===== src/rtl/vlpd_pkg.sv =====
// Shared types and constants for the varint length-prefix deframer.
// No dependencies; used by the top level and its checker.
package vlpd_pkg;

   // Result codes on rsp_kind
   typedef enum logic [1:0] {
      KIND_PAYLOAD   = 2'd0,
      KIND_EMPTY     = 2'd1,
      KIND_OVERLONG  = 2'd2,
      KIND_TOO_LARGE = 2'd3
   } kind_type;

   localparam int unsigned LEN_W          = 32;
   localparam int unsigned CNT_W          = 4;
   localparam logic [CNT_W-1:0] MAX_VARINT_BYTES = CNT_W'(10);
   localparam logic [LEN_W-1:0] MAX_LENGTH_RESET = LEN_W'(1024);

   // Bit positions inside a length byte
   localparam int unsigned CONT_BIT   = 7;
   localparam int unsigned GROUP_BITS = 7;

endpackage


===== src/rtl/varint_length_prefix_deframer.sv =====
// Top level of the varint length-prefix deframer.
// Depends on vlpd_pkg (result codes, widths, reset values).

// Takes one byte of a stream per transfer and splits it into messages, each
// a varint length (7-bit groups, low group first, bit 7 = more to come)
// followed by that many payload bytes. Every payload byte comes out as a
// kind 0 result, with last set on the final byte of the message. A zero
// length gives one kind 1 result (last set). A varint still continued at its
// tenth byte gives kind 2; a length above csr_wr_data's register (max_length,
// reset 1024) gives kind 3; after either, decoding restarts with the next
// byte. Bits of the length above bit 31 are dropped. Length bytes that give
// no result are consumed silently. Throughput is one byte per clock: each
// byte passes through a single stage of decode logic into the result
// register, and a new byte is taken whenever that register is empty or being
// drained in the same cycle. Results are registered and appear in the cycle
// after the byte transfer. max_length must be written through csr_wr_en /
// csr_wr_data only while the block is idle; the block does not enforce it.
module varint_length_prefix_deframer (
   input  logic                        clock,
   input  logic                        reset,
   // input byte channel
   input  logic                        req_valid,
   output logic                        req_ready,
   input  logic [7:0]                  req_byte_in,
   // result channel
   output logic                        rsp_valid,
   input  logic                        rsp_ready,
   output logic [1:0]                  rsp_kind,
   output logic [7:0]                  rsp_data,
   output logic                        rsp_last,
   // configuration: max_length
   input  logic                        csr_wr_en,
   input  logic [vlpd_pkg::LEN_W-1:0]  csr_wr_data
);

   localparam int unsigned LW = vlpd_pkg::LEN_W;
   localparam int unsigned CW = vlpd_pkg::CNT_W;

   // running decode state
   logic          in_payload_ff,  in_payload_in;
   logic [LW-1:0] accum_ff,       accum_in;
   logic [CW-1:0] byte_count_ff,  byte_count_in;
   logic [LW-1:0] remaining_ff,   remaining_in;
   logic [LW-1:0] max_length_ff;

   // result register
   logic          rsp_valid_ff,   rsp_valid_in;
   logic [1:0]    rsp_kind_ff,    rsp_kind_in;
   logic [7:0]    rsp_data_ff,    rsp_data_in;
   logic          rsp_last_ff,    rsp_last_in;

   logic          req_xfer;
   logic          has_result;
   logic [LW-1:0] group;
   logic [LW-1:0] accum_new;
   logic [CW-1:0] count_inc;
   logic          final_byte;

   // Result register is the only buffer: refill it when empty or draining.
   assign req_ready = !rsp_valid_ff || rsp_ready;
   assign req_xfer  = req_valid && req_ready;

   assign rsp_valid = rsp_valid_ff;
   assign rsp_kind  = rsp_kind_ff;
   assign rsp_data  = rsp_data_ff;
   assign rsp_last  = rsp_last_ff;

   // Weight of the current length byte; fifth byte keeps only its low nibble.
   always_comb begin
      group = '0;
      unique case (byte_count_ff)
         CW'(0): group = LW'(req_byte_in[6:0]);
         CW'(1): group = LW'(req_byte_in[6:0]) << (1 * vlpd_pkg::GROUP_BITS);
         CW'(2): group = LW'(req_byte_in[6:0]) << (2 * vlpd_pkg::GROUP_BITS);
         CW'(3): group = LW'(req_byte_in[6:0]) << (3 * vlpd_pkg::GROUP_BITS);
         CW'(4): group = {req_byte_in[3:0], {(LW-4){1'b0}}};
         default: group = '0;
      endcase
   end

   assign accum_new  = accum_ff | group;
   assign count_inc  = byte_count_ff + CW'(1);
   assign final_byte = (remaining_ff[LW-1:1] == '0);

   always_comb begin
      in_payload_in = in_payload_ff;
      accum_in      = accum_ff;
      byte_count_in = byte_count_ff;
      remaining_in  = remaining_ff;
      has_result    = 1'b0;
      rsp_kind_in   = rsp_kind_ff;
      rsp_data_in   = rsp_data_ff;
      rsp_last_in   = rsp_last_ff;

      if (req_xfer) begin
         if (in_payload_ff) begin
            has_result  = 1'b1;
            rsp_kind_in = vlpd_pkg::KIND_PAYLOAD;
            rsp_data_in = req_byte_in;
            rsp_last_in = final_byte;
            if (final_byte) begin
               remaining_in  = '0;
               in_payload_in = 1'b0;
               accum_in      = '0;
               byte_count_in = '0;
            end else begin
               remaining_in = remaining_ff - LW'(1);
            end
         end else begin
            rsp_data_in = '0;
            rsp_last_in = 1'b0;
            accum_in      = accum_new;
            byte_count_in = count_inc;
            priority if (req_byte_in[vlpd_pkg::CONT_BIT]) begin
               if (count_inc >= vlpd_pkg::MAX_VARINT_BYTES) begin
                  has_result    = 1'b1;
                  rsp_kind_in   = vlpd_pkg::KIND_OVERLONG;
                  accum_in      = '0;
                  byte_count_in = '0;
               end
            end else if (accum_new == '0) begin
               has_result    = 1'b1;
               rsp_kind_in   = vlpd_pkg::KIND_EMPTY;
               rsp_last_in   = 1'b1;
               accum_in      = '0;
               byte_count_in = '0;
            end else if (accum_new > max_length_ff) begin
               // resync: what follows is parsed as a new length
               has_result    = 1'b1;
               rsp_kind_in   = vlpd_pkg::KIND_TOO_LARGE;
               accum_in      = '0;
               byte_count_in = '0;
            end else begin
               remaining_in  = accum_new;
               accum_in      = '0;
               byte_count_in = '0;
               in_payload_in = 1'b1;
            end
         end
      end

      // hold, load or drain the result register
      if (req_xfer) begin
         rsp_valid_in = has_result;
      end else if (rsp_ready) begin
         rsp_valid_in = 1'b0;
      end else begin
         rsp_valid_in = rsp_valid_ff;
      end
   end

   always_ff @(posedge clock) begin
      if (reset) begin
         in_payload_ff <= 1'b0;
         accum_ff      <= '0;
         byte_count_ff <= '0;
         remaining_ff  <= '0;
         max_length_ff <= vlpd_pkg::MAX_LENGTH_RESET;
         rsp_valid_ff  <= 1'b0;
      end else begin
         in_payload_ff <= in_payload_in;
         accum_ff      <= accum_in;
         byte_count_ff <= byte_count_in;
         remaining_ff  <= remaining_in;
         rsp_valid_ff  <= rsp_valid_in;
         if (csr_wr_en) begin
            max_length_ff <= csr_wr_data;
         end
      end
   end

   // payload of the result register, no reset needed
   always_ff @(posedge clock) begin
      if (req_xfer && has_result) begin
         rsp_kind_ff <= rsp_kind_in;
         rsp_data_ff <= rsp_data_in;
         rsp_last_ff <= rsp_last_in;
      end
   end

endmodule


===== config.mk =====
export PLATFORM = sky130hd
export DESIGN_NAME = varint_length_prefix_deframer
export DESIGN_NICKNAME = d
export VERILOG_FILES = /design/src/rtl/vlpd_pkg.sv /design/src/rtl/varint_length_prefix_deframer.sv
export SDC_FILE = /design/constraint.sdc
export NUM_CORES = 1
export LEC_CHECK = 0
export ABC_AREA = 1
export BUFFER_PORTS_ARGS = -buffer_cell sky130_fd_sc_hd__clkbuf_2
export CORE_ASPECT_RATIO = 0.6
export CORE_MARGIN = 2
export CORE_UTILIZATION = 61
export DETAILED_ROUTE_END_ITERATION = 10
export PLACE_DENSITY_LB_ADDON = 0.1
export SLEW_MARGIN = 20
export SYNTH_ARGS = -nofsm -noshare
export SYNTH_HDL_FRONTEND = slang
export SYNTH_SLANG_ARGS = --single-unit

===== constraint.sdc =====
create_clock -name clock -period 3.35 [get_ports clock]
set_clock_uncertainty 0.05 [all_clocks]
set_input_delay 0.1675 -clock clock [delete_from_list [all_inputs] [get_ports clock]]
set_output_delay 0.1675 -clock clock [all_outputs]
set_load 0.02 [all_outputs]

# == Yosys cells after proc, flatten, opt, wreduce, memory -nomap -nowiden ==
# Cells that the tools add are included.
# word_totals
register_bits,113
inputBits,45
output_inout_bits,13
wordCells,70
# classes
addsub,2
magnitude_cmp,2
eq_ne,9
muxes,34
bitwise,1
n_reduce_logical,13
# ops
cell,count
32-bit 2-to-1 mux,9
32-bit case mux with 5 select lines,1
32-bit > comparator,1
32-bit zero test,1
32-bit bitwise OR,1
32-bit by 1-bit subtractor with 32-bit output (second input constant),1
31-bit zero test,1
1-bit 2-to-1 mux,16
4-bit 2-to-1 mux,4
4-bit by 2-bit == test with 1-bit output (second input constant),2
2-bit 2-to-1 mux,4
4-bit AND reduction,2
4-bit by 1-bit adder with 4-bit output (second input constant),1
4-bit by 1-bit == test with 1-bit output (second input constant),1
4-bit by 3-bit == test with 1-bit output (second input constant),1
4-bit greater-or-equal comparator (second input constant),1
4-bit zero test,1
2-bit by 1-bit inequality test with 1-bit output (second input constant),2
2-bit inequality test (second input constant),2
2-bit AND reduction,2
4-bit nonzero test,1
3-bit by 1-bit inequality test with 1-bit output (second input constant),1
1-bit logical AND,2
2-bit nonzero test,1
2 further kinds,2

# == Longest topological paths before layout ==
# Gate-level depths: netlist of the first run.
# logic_depth
ltp_word,11
mapped_depth,24
mapped_depth_nobuf,22

# == Worst setup path before layout of the first run ==
# No wires, ideal clock.
# synth_timing
path_kind,flip-flop to flip-flop
startpoint,register byte_count_ff[0]
endpoint,register remaining_ff[11]
setup_time_ns,0.110
arrival_ns,2.402
t_required_ns,3.190
path_slack_ns,0.788
stages_incl_launch_ff,17
n_path_buf,2
synth_period_minus_slack_ns,2.562
path_cell_list,dfxtp_1 -> inv_1 -> ha_1 -> buf_2 -> nand4_1 -> nand2_1 -> ha_1 -> nand2_1 -> nor2_1 -> nand2_1 -> nor2_1 -> nand4_1 -> nand3_1 -> clkbuf_1 -> nand4_1 -> nand2_1 -> nor2_1
# synth_via
elab_chain_len,7
elab_cells_between_ends,16
cone_classes,1 x order compare; 6 x eq/ne; 5 x mux; 1 x bitwise; 3 x reduce/logical
# synth_lines
item,line_no,source
from (decl),varint_length_prefix_deframer.sv:42,"logic [CW-1:0] byte_count_ff, byte_count_in;"
from (signal assigned),varint_length_prefix_deframer.sv:163,byte_count_ff <= byte_count_in;
4-bit by 3-bit == test with 1-bit output (tied with other cells),varint_length_prefix_deframer.sv:71,unique case (byte_count_ff)
32-bit case mux with 5 select lines *,varint_length_prefix_deframer.sv:71,
32-bit bitwise OR *,varint_length_prefix_deframer.sv:81,assign accum_new = accum_ff | group;
"parallel branches: the longest is 4 deep, another holds 32-bit > comparator",--,
to (signal assigned),varint_length_prefix_deframer.sv:164,remaining_ff <= remaining_in;
to (decl),varint_length_prefix_deframer.sv:43,"logic [LW-1:0] remaining_ff, remaining_in;"
# Mark *: on every way between the ends. The select of a mux whose other input is x is not followed.
# A chain may end at the register's enable or synchronous reset.

# == Final worst setup path of the first run ==
# layout_timing
startpoint,register byte_count_ff[0]
endpoint,"register rsp_data_ff[0], in the netlist rsp_data[0] (enable)"
# layout_via
elab_chain_len,11
elab_cells_between_ends,19
cone_classes,1 x add/sub; 2 x order compare; 4 x eq/ne; 7 x mux; 1 x bitwise; 4 x reduce/logical
# layout_lines
item,line_no,source
4-bit by 3-bit == test with 1-bit output (tied with other cells),varint_length_prefix_deframer.sv:71,
32-bit case mux with 5 select lines,varint_length_prefix_deframer.sv:71,
32-bit bitwise OR,varint_length_prefix_deframer.sv:81,
32-bit > comparator,varint_length_prefix_deframer.sv:127,end else if (accum_new > max_length_ff) begin
1-bit 2-to-1 mux,varint_length_prefix_deframer.sv:127,
1-bit 2-to-1 mux,varint_length_prefix_deframer.sv:121,end else if (accum_new == '0) begin
1-bit 2-to-1 mux *,varint_length_prefix_deframer.sv:114,priority if (req_byte_in[vlpd_pkg::CONT_BIT]) begin
1-bit 2-to-1 mux *,varint_length_prefix_deframer.sv:96,if (in_payload_ff) begin
1-bit 2-to-1 mux *,varint_length_prefix_deframer.sv:95,if (req_xfer) begin
1-bit logical AND *,varint_length_prefix_deframer.sv:174,if (req_xfer && has_result) begin
2-bit AND reduction (no line) *,--,
to (signal assigned),varint_length_prefix_deframer.sv:176,rsp_data_ff <= rsp_data_in;
to (decl),varint_length_prefix_deframer.sv:49,"logic [7:0] rsp_data_ff, rsp_data_in;"
# Every way passes the cells marked *; elsewhere a longest branch is shown, timed or not.

==> results.txt, run 1 <==
Post-synthesis cell type count - 36
Req. time, crit path - 3440 ps
Endpoint class of the critical path - flip-flop
Drt total wl - 20.44 mm
GRT Util Overall - 0.3508
Syn avg cell area - 6.639 um2
Fill cell count - 877
# Max-Cap Violations - 0
YS warnings - 0
Clock Pin Slew Worst Setup and Hold Paths - 60 ps
Total gr overflow - 0
Leakage - 3.990 nW
Area contributors post-synth - dfxtp_1, nand2_1, nor2_1
DP Area - 0.007196 mm2
Final cell count without fillers - 1256
Reg2reg path depth - 15
Post-route clock period utilization - 0.9414
Nets - 1186
IO buf count - 57
Number of buffers created by CTS - 17
# setup viols final - 0
Pin count of the biggest net entering global routing - 69
Std cell rows - 29
CTS tree - done
Relative slew slack - 0.2835
Fin. max-slew vios - 0
Type of the worst min-delay path - input port to flip-flop
Max frequency - 0.3171 GHz
Post-Syn Instances - 1029
Worst-path fanout max - 11
Asr flop ratio synth - 0
Mapped Area - 0.006832 mm2
Multi-input logic area - 0.003696 mm2
DP Cell Count - 1196
Gpl congestion - 0.9690
Die Ht - 85.98 um
I/O pin cnt - 58
VDD IR max - 0.0003991 V
Clock latency on the worst-skew pair - 420 ps
Storage cell area - 0.002372 mm2
Slew @ Worst Pin - 1073 ps
Register area share after synthesis - 0.3473
Share of layout cells above drive strength 1 - 0.1128
H-tree depth - 4
Drt first pass iters - 5
Crit path time final - 3154 ps
Clock sinks - 113
Yosys top cell area share - 0.2989
Clk buf depth - 2
Number of synthesized flops with an enable pin - 11
CP arrival - 3250 ps
CTS Root Cell - clkbuf_16
Initial antenna violation count - 0
Post-DR wirelength/cell - 16.27 um
First-pass GRT wire length - 32.91 mm
Via Count - 7095
Ys flop type - dfxtp_1
Die area - 0.01209 mm2
Number of remaining DRC errors - 0
Core area - 0.01074 mm2
Vias in the first global route - 6370
Total negative slack - 0 ps
Initial core utilization - 0.6361
Flops & latches, synth - 113
Area grow syn2layout - 18.02%
Unrepaired setup endpoints after global routing - false
Leading area contributor after synthesis - dfxtp_1
ANT nets after route - 0
Vias per inst - 5.649
Status - finished, final reports clean
Fin area - 0.008063 mm2
Die W - 140.6 um
Final Hold Vio Count - 0
Diodes inserted - 0
Worst Setup Start Kind - flip-flop
Syn nets - 1111
HPWL after DPL - 14.23 mm
1st-iter DRT viols - 855
Hold path cells - 3
Critical path type - flip-flop to flip-flop
Pwr dens - 630.9 mW/mm2
==> sequential cells by signal, indices dropped and copies added, names as in the netlist <==
register	flops
rsp_valid	1
remaining_ff	32
rsp_last	1
byte_count_ff	4
in_payload_ff	1
rsp_data	8
rsp_kind	2
max_length_ff	32
accum_ff	32
==> report_power, final <==
| group | switching (mW) | internal (mW) | total [mW] |
|---|---|---|---|
| combinational | 1.15 | 0.558 | 1.71 |
| sequential | 0.0933 | 1.52 | 1.62 |
| clock | 0.681 | 1.08 | 1.76 |
| total | 1.93 | 3.16 | 5.09 |
==> layout by cell type (no fill, tap or decap), drive strengths merged, types with 5 or more instances in the layout <==
cell,netlist,routed
buf,15,19
ha,37,37
clkinv,1,6
nor2,165,165
nand2,232,232
clkinvlp,0,8
xor2,13,13
inv,141,140
nand3,44,44
edfxtp,11,11
a211oi,32,32
dfxtp,102,102
nand4,24,24
nor3,5,5
clkbuf,32,77
a21oi,100,100
o21ai,58,58
dlygate4sd3,0,26
==> logic make-up (layout without fill, tap and decap cells) <==
logic type	Yosys count	after routing	share of synthesized area
XOR/XNOR	15	15	0.01923
flip-flops	113	113	0.3473
buffers and inverters	189	277	0.1145
AND/OR/NAND/NOR	471	471	0.2844
AO/OA/AOI/OAI	204	204	0.1668
adder cells (fa/ha/maj)	37	37	0.06776
==> metal layers <==
metal / GRT usage / share of wire / vias to the layer above
li1: - / - / 3481
met1: 0.5094 / 0.46 / 3174
met2: 0.4989 / 0.40 / 387
met3: 0.09548 / 0.11 / 53
met4: 0.1264 / 0.028 / 0
met5: 0 / 0 / -
==> final cells by class <==
type	count	area share
multi-input combinational	727	0.4584
sequential	113	0.2942
timing repair inverter	1	0.0009311
clock buffer	20	0.05804
clock inverter	12	0.01335
inverter	142	0.06657
timing repair buffer	102	0.08690
tap	139	0.02157
==> synthesized netlist by cell type, types with 9 or more instances <==
cell type	n
nor2_1	162
buf_6	9
a211oi_1	32
xor2_1	13
a21oi_1	100
ha_1	37
dfxtp_1	102
clkbuf_1	32
inv_1	138
o21ai_0	57
nand3_1	42
edfxtp_1	11
nand2_1	228
nand4_1	24
==> worst max-delay path, stage by stage (launching register included) <==
cell	delay, ps
dfxtp_1	380
inv_1	110
ha_2	280
nand4_1	120
nand2_1	170
ha_1	350
nand2_1	80
nor2_1	130
nand2_1	100
nor2_2	230
nand4_1	130
buf_4	170
nand2_1	80
nand3b_1	120
nand2_2	180
clkinvlp_4	190
==> what timing repair did <==
action | CTS | global route
setup endpoints to repair | 0 | 43
gates resized for setup | 0 | 6
buffers inserted | 0 | 1
hold endpoints to repair | 24 | 0
hold buffers | 26 | 0
==> path summary, 6_finish.rpt <==
path                                  startpoint                        endpoint  slack, ps
setup / recovery   byte_count_ff[0]$_SDFFE_PP0P_       rsp_data[0]$_SDFFCE_PN0P_        200
hold / removal                   csr_wr_data[26]  max_length_ff[26]$_SDFFE_PP0P_        0.2
setup reg to reg   byte_count_ff[0]$_SDFFE_PP0P_       rsp_data[0]$_SDFFCE_PN0P_        200
hold reg to reg   max_length_ff[22]$_SDFFE_PP0P_  max_length_ff[22]$_SDFFE_PP0P_        410
==> stage by stage <==
step | util | setup WS (ps) | hold WS [ps] | total power, mW
final | 0.7507 | 196.3 | 0.1975 | 5.087
after CTS | 0.7478 | 117.0 | 0.06734 | 5.013
after detailed placement | 0.6700 | 156.3 | 354.4 | 3.239
after global placement | 0.6700 | 167.1 | 348.8 | 3.213
after floorplan | - | 787.7 | 228.6 | 2.821
after global routing | 0.7507 | 3.030 | 14.98 | 5.379
Note: power is estimated with default switching activity, not from simulation.
==> run 2: changes to the inputs <==
--- a/config.mk
+++ b/config.mk
@@ -6,11 +6,11 @@
 export NUM_CORES = 1
 export LEC_CHECK = 0
 export ABC_AREA = 1
-export BUFFER_PORTS_ARGS = -buffer_cell sky130_fd_sc_hd__clkbuf_2
-export CORE_ASPECT_RATIO = 0.6
+export CORE_ASPECT_RATIO = 0.75
 export CORE_MARGIN = 2
-export CORE_UTILIZATION = 61
+export CORE_UTILIZATION = 64
 export DETAILED_ROUTE_END_ITERATION = 10
+export DONT_BUFFER_PORTS = 1
 export PLACE_DENSITY_LB_ADDON = 0.1
 export SLEW_MARGIN = 20
 export SYNTH_ARGS = -nofsm -noshare
==> run 2 against run 1 <==
Against the previous run:
- die area decreased by 4.7%
- global-route usage increased by 0.52 points
- critical path depth decreased by 1
- via count decreased by 2.3%
- setup slack got worse by 80 ps
- core utilization increased by 2.5 points
- total power about the same
- critical path type unchanged
- critical endpoint is now rsp_data[2]$_SDFFCE_PN0P_
- highest routed layer unchanged
==> results.txt, run 2 (synthesized netlist as in run 1, its figures left out) <==
Status - finished, final reports clean
Via Count - 6929 (-2.3%)
Fin area - 0.008010 mm2 (-0.65%)
VDD IR max - 0.0003997 V (+0.14%)
Die area - 0.01153 mm2 (-4.7%)
Crit path time final - 3234 ps (+80.16 ps)
Final Hold Vio Count - 0 (unchanged)
Endpoint class of the critical path - flip-flop
Switching Fraction - 0.3567 (-0.02213)
Worst-path fanout max - 19 (+8)
Die W - 123.3 um (-12%)
Max frequency - 0.3092 GHz (-2.5%)
Fin. max-slew vios - 0 (unchanged)
Met1 Track Usage GR - 0.4918 (-0.01753)
CTS Root Cell - clkbuf_16
H-tree depth - 4 (unchanged)
Vias in the first global route - 6314 (-0.88%)
Int Pwr - 3.275 mW (+3.6%)
Pwr dens - 635.5 mW/mm2 (+0.72%)
# setup viols final - 0 (unchanged)
Number of remaining DRC errors - 0 (unchanged)
Critical path type - flip-flop to flip-flop
Post-DR wirelength/cell - 16.22 um (-0.33%)
Total gr overflow - 0 (unchanged)
DP Area - 0.006957 mm2 (-3.3%)
Worst Setup Start Kind - flip-flop
Overall power - 5.090 mW (about the same)
Grt peak-use layer - met2
Type of the worst min-delay path - input port to flip-flop
P_sw - 1.815 mW (-5.8%)
Total negative slack - 0 ps (unchanged)
First-pass GRT wire length - 31.64 mm (-3.9%)
IO buf count - 0 (-100%)
Relative slew slack - 0.2875 (+0.003964)
Worst r2r src - byte_count_ff[2]$_SDFFE_PP0P_
1st-iter DRT viols - 993 (+16%)
Crit path top cell by count - nand2_1
Nets - 1151 (-3.0%)
Diodes inserted - 0 (unchanged)
Std cell rows - 32 (+10%)
CTS tree - done
Most common cell after layout, fill and taps aside - nand2_1
M3 GR Usage - 0.09756 (+0.002084)
Comb power frac - 0.327 (-0.009)
Final cell count without fillers - 1216 (-3.2%)
Worst setup margin - 116.1 ps (-80.16 ps)
Initial core utilization - 0.6613 (+0.02527)
Reg-to-reg slack, setup - 120 ps (-80 ps)
Core Util, Final - 0.7754 (+0.02474)
Core area - 0.01033 mm2 (-3.8%)
Gpl congestion - 0.9646 (-0.45%)
Biggest regs - accum_ff: 32 flops, max_length_ff: 32 flops, remaining_ff: 32 flops
Slowest-stage cell, CP - dfxtp_1
Largest stage delay, worst path - 410 ps (+30 ps)
Hold slack - 85.21 ps (+85.01 ps)
Crit path cell chain - nor2_4 > buf_4 > nand3_1 > nand2_1 > ha_1 > nand2_1 > nor2_1 > nand4_1 > nor2_2 > nand4_1 > nand2_1 > nand3b_1 > nand2_2 > clkinvlp_4
Post-route clock period utilization - 0.9653 (+0.02393)
GRT Util Overall - 0.3560 (+0.005226)
I/O pin cnt - 58 (unchanged)
Fill cell count - 795 (-9.4%)
DP Cell Count - 1141 (-4.6%)
Initial antenna violation count - 1 (+1)
Die Ht - 93.48 um (+8.7%)
Clock power frac - 0.352 (+0.006)
HPWL after DPL - 13.09 mm (-8.1%)
Drt first pass iters - 6 (+1)
Vias per inst - 5.698 (+0.87%)
CP startpoint - byte_count_ff[2]$_SDFFE_PP0P_
Commonest non-fill, non-tap cells in the layout - nand2_1, nor2_1, inv_1
Leakage - 3.883 nW (-2.7%)
Place WS - 148.3 ps (-7.968 ps)
Clock Pin Slew Worst Setup and Hold Paths - 50 ps (about the same)
Number of buffers created by CTS - 17 (unchanged)
Reg power frac - 0.321 (+0.004)
Drt total wl - 19.72 mm (-3.5%)
Share of layout cells above drive strength 1 - 0.06481 (-0.04799)
Slew @ Worst Pin - 1067 ps (-5.937 ps)
CP arrival - 3320 ps (+70 ps)
Area grow syn2layout - 17.25%
Met2 Track Usage GR - 0.5389 (+0.04003)
ANT nets after route - 0 (unchanged)
Pin count of the biggest net entering global routing - 69 (unchanged)
Clock latency on the worst-skew pair - 410 ps (about the same)
Req. time, crit path - 3440 ps (about the same)
# Max-Cap Violations - 0 (unchanged)
Clock sinks - 113 (unchanged)
Hold path startpoint - req_byte_in[7]
Clk buf depth - 2 (unchanged)
run 2: cell type report:
cell class / instances / area (um2) / share of cell area
clock buffer: 25 / 505.5 / 0.06311
timing repair inverter: 1 / 7.507 / 0.0009372
clock inverter: 5 / 77.57 / 0.009684
multi-input combinational: 727 / 3691 / 0.4608
inverter: 142 / 538.0 / 0.06717
tap: 136 / 170.2 / 0.02124
timing repair buffer: 67 / 648.1 / 0.08091
sequential: 113 / 2372 / 0.2962
run 2: worst max-delay path, delay by kind of cell, from the launching register on:
family                   cells  cell delay (ps)
AND/OR/NAND/NOR             11             1870
adder cells (fa/ha/maj)      1              170
buffers and inverters        2              440
flip-flops                   1              410
run 2: timing repair:
item | CTS | global route
hold endpoints to repair | 75 | 0
resized for setup | 0 | 5
buffers inserted | 0 | 0
setup endpoints to repair | 0 | 36
hold buffers | 44 | 0
run 2: path summary, 6_finish.rpt:
kind | depth (start not counted) | to
worst max register to register | 14 | rsp_data[2]$_SDFFCE_PN0P_
worst min register to register | 2 | max_length_ff[8]$_SDFFE_PP0P_
worst max-delay path | 14 | rsp_data[2]$_SDFFCE_PN0P_
worst min-delay path | 2 | rsp_kind[1]$_SDFFCE_PP0P_
run 2: power groups by stage:
stage | logic [mW] | clock network, mW | registers (mW)
floorplan | 1.19 | 0 | 1.63
finish | 1.66 | 1.79 | 1.64
global route | 1.87 | 1.86 | 1.65
detailed placement | 1.53 | 0 | 1.66
CTS | 1.61 | 1.79 | 1.63
global placement | 1.51 | 0 | 1.65
run 2: metal layers:
metal	share of wire	vias to the layer above
li1	-	3407
met1	0.44	3113
met2	0.43	359
met3	0.11	50
met4	0.023	0
met5	0	-
==> run 3: changes to the inputs <==
--- a/config.mk
+++ b/config.mk
@@ -6,11 +6,11 @@
 export NUM_CORES = 1
 export LEC_CHECK = 0
 export ABC_AREA = 1
+export BUFFER_PORTS_ARGS = -buffer_cell sky130_fd_sc_hd__clkbuf_2
 export CORE_ASPECT_RATIO = 0.75
 export CORE_MARGIN = 2
-export CORE_UTILIZATION = 64
+export CORE_UTILIZATION = 61
 export DETAILED_ROUTE_END_ITERATION = 10
-export DONT_BUFFER_PORTS = 1
 export PLACE_DENSITY_LB_ADDON = 0.1
 export SLEW_MARGIN = 20
 export SYNTH_ARGS = -nofsm -noshare
==> run 3 against run 2 <==
Against the previous run:
- the flow now finishes with violations (hold timing)
- cell count increased by 3.0%
- wire length decreased by 1.0%
- register-to-register slack improved by 90 ps
- clock power increased by 3%
- worst hold slack got worse by 87 ps
- flip-flop and latch count unchanged
- sequential power about the same
- core utilization decreased by 4.0 points
- clock-buffer cell count decreased by 3
- setup slack improved by 90 ps
- total power increased by 0.69%
- critical path type unchanged
- critical endpoint unchanged
- largest cell class unchanged
==> results.txt, run 3 (synthesized netlist as in run 1, its figures left out) <==
Status - complete, but fails checks
Violated checks - hold timing
Critical path type - flip-flop to flip-flop
Via Count - 6983 (+0.78%)
Die Ht - 95.65 um (+2.3%)
Total gr overflow - 0 (unchanged)
Std cell rows - 33 (+3.1%)
DP Area - 0.007174 mm2 (+3.1%)
I/O pin cnt - 58 (unchanged)
Drt total wl - 19.52 mm (-1.0%)
Number of remaining DRC errors - 0 (unchanged)
Hold slack - -1.769 ps (-86.97 ps)
Nets - 1182 (+2.7%)
First-pass GRT wire length - 31.80 mm (+0.48%)
Clock sinks - 113 (unchanged)
Die W - 126.2 um (+2.4%)
Worst setup margin - 206.0 ps (+89.88 ps)
Clock Pin Slew Worst Setup and Hold Paths - 50 ps (about the same)
IO buf count - 57 (+57)
Worst-path fanout max - 11 (-8)
Crit path time final - 3144 ps (-89.88 ps)
Relative slew slack - 0.2640 (-0.02346)
Fin. max-slew vios - 0 (unchanged)
CTS Root Cell - clkbuf_16
Vias in the first global route - 6246 (-1.1%)
Pwr dens - 636.6 mW/mm2 (+0.19%)
Max frequency - 0.3181 GHz (+2.9%)
ANT nets after route - 0 (unchanged)
Fin area - 0.008050 mm2 (+0.50%)
VDD IR max - 0.0004130 V (+3.3%)
Post-CTS setup buffers - 0 (unchanged)
# setup viols final - 0 (unchanged)
Overall power - 5.125 mW (+0.69%)
# Max-Cap Violations - 0 (unchanged)
Number of buffers created by CTS - 17 (unchanged)
1st-iter DRT viols - 821 (-17%)
Slew @ Worst Pin - 1102 ps (+35.14 ps)
GRT Util Overall - 0.3382 (-0.01780)
Final Hold Vio Count - 1 (+1)
Worst Setup Start Kind - flip-flop
Share of layout cells above drive strength 1 - 0.1052 (+0.04040)
Core area - 0.01094 mm2 (+5.9%)
Clock latency on the worst-skew pair - 420 ps (about the same)
Most common cell after layout, fill and taps aside - nand2_1
Unrepaired setup endpoints after global routing - false
Post-route clock period utilization - 0.9385 (-0.02683)
Diodes inserted - 0 (unchanged)
Initial core utilization - 0.6244 (-0.03698)
Total negative slack - 0 ps (unchanged)
Gpl congestion - 0.9504 (-1.5%)
Endpoint class of the critical path - flip-flop
Biggest regs - accum_ff: 32 flops, max_length_ff: 32 flops, remaining_ff: 32 flops
Post-DR wirelength/cell - 15.59 um (-3.9%)
Pin count of the biggest net entering global routing - 69 (unchanged)
Req. time, crit path - 3420 ps (-20 ps)
Fill cell count - 882 (+11%)
Drt first pass iters - 5 (-1)
Clk buf depth - 2 (unchanged)
Area grow syn2layout - 17.84%
Commonest non-fill, non-tap cells in the layout - nand2_1, nor2_1, inv_1
Leakage - 4.000 nW (+3.0%)
CTS tree - done
Type of the worst min-delay path - input port to flip-flop
H-tree depth - 4 (unchanged)
CP arrival - 3220 ps (-100 ps)
Initial antenna violation count - 0 (-1)
HPWL after DPL - 13.17 mm (+0.60%)
Die area - 0.01207 mm2 (+4.7%)
Place WS - 184.7 ps (+36.40 ps)
Vias per inst - 5.577 (-2.1%)
run 3: changes by cell type in the layout (fill, tap and decap cells not counted), sizes merged:
cell / previous run / this run
buf: 24 / 15
dlygate4sd3: 43 / 27
clkinv: 4 / 7
clkbuf: 25 / 79
run 3: final timing paths:
check,startpoint,end,slack (ps),cells past startpoint
min,csr_wr_data[13],max_length_ff[13]$_SDFFE_PP0P_,-2,3
min reg2reg,accum_ff[6]$_SDFFE_PP0P_,accum_ff[6]$_SDFFE_PP0P_,410,2
max,byte_count_ff[0]$_SDFFE_PP0P_,rsp_data[2]$_SDFFCE_PN0P_,210,14
max reg2reg,byte_count_ff[0]$_SDFFE_PP0P_,rsp_data[2]$_SDFFCE_PN0P_,210,14
run 3: repair_timing:
action,CTS,global route
endpoints found under the setup margin,0,18
hold buffers,27,0
resized for setup,0,2
endpoints found under the hold margin,25,0
run 3: report_power, final:
group          internal, mW  leakage (nW)  switching (mW)
registers              1.52         0.948          0.0928
clock network          1.19         0.293           0.654
logic                 0.551          2.76            1.12
run 3: metal layers:
metal	GRT usage	wire length [um]	share of wire
met1	0.4750	9067	0.46
met2	0.5081	8058	0.41
met3	0.07856	1829	0.094
met4	0.1282	561	0.029
met5	0	0	0
run 3: final cells by class:
cell class / instances / area [um2] / share of cell area
sequential: 113 / 2372 / 0.2947
tap: 140 / 175.2 / 0.02176
clock inverter: 9 / 103.9 / 0.01290
inverter: 142 / 536.8 / 0.06668
timing repair buffer: 99 / 680.7 / 0.08455
multi-input combinational: 727 / 3686 / 0.4579
clock buffer: 22 / 495.5 / 0.06155
run 3: critical path: stages (launching register included):
cell and delay (ps):
dfxtp_1 390, inv_1 120, ha_2 290, nand4_1 130, nand2_1 170, ha_1 350, nand2_1 70, nor2_1 130
nand2_1 110, nor2_1 210, nand4_1 180, nand2_1 130, nand3b_1 100, nand2_1 170, clkinvlp_4 250
run 3: stage by stage:
stage                     instances    util  hold slack [ps]
after floorplan                1029       -            228.6
after global placement         1194  0.6557            355.3
after detailed placement       1194  0.6557            354.3
after CTS                      1252  0.7352           0.6532
after global routing           1252  0.7357            17.73
final                          1252  0.7357           -1.769
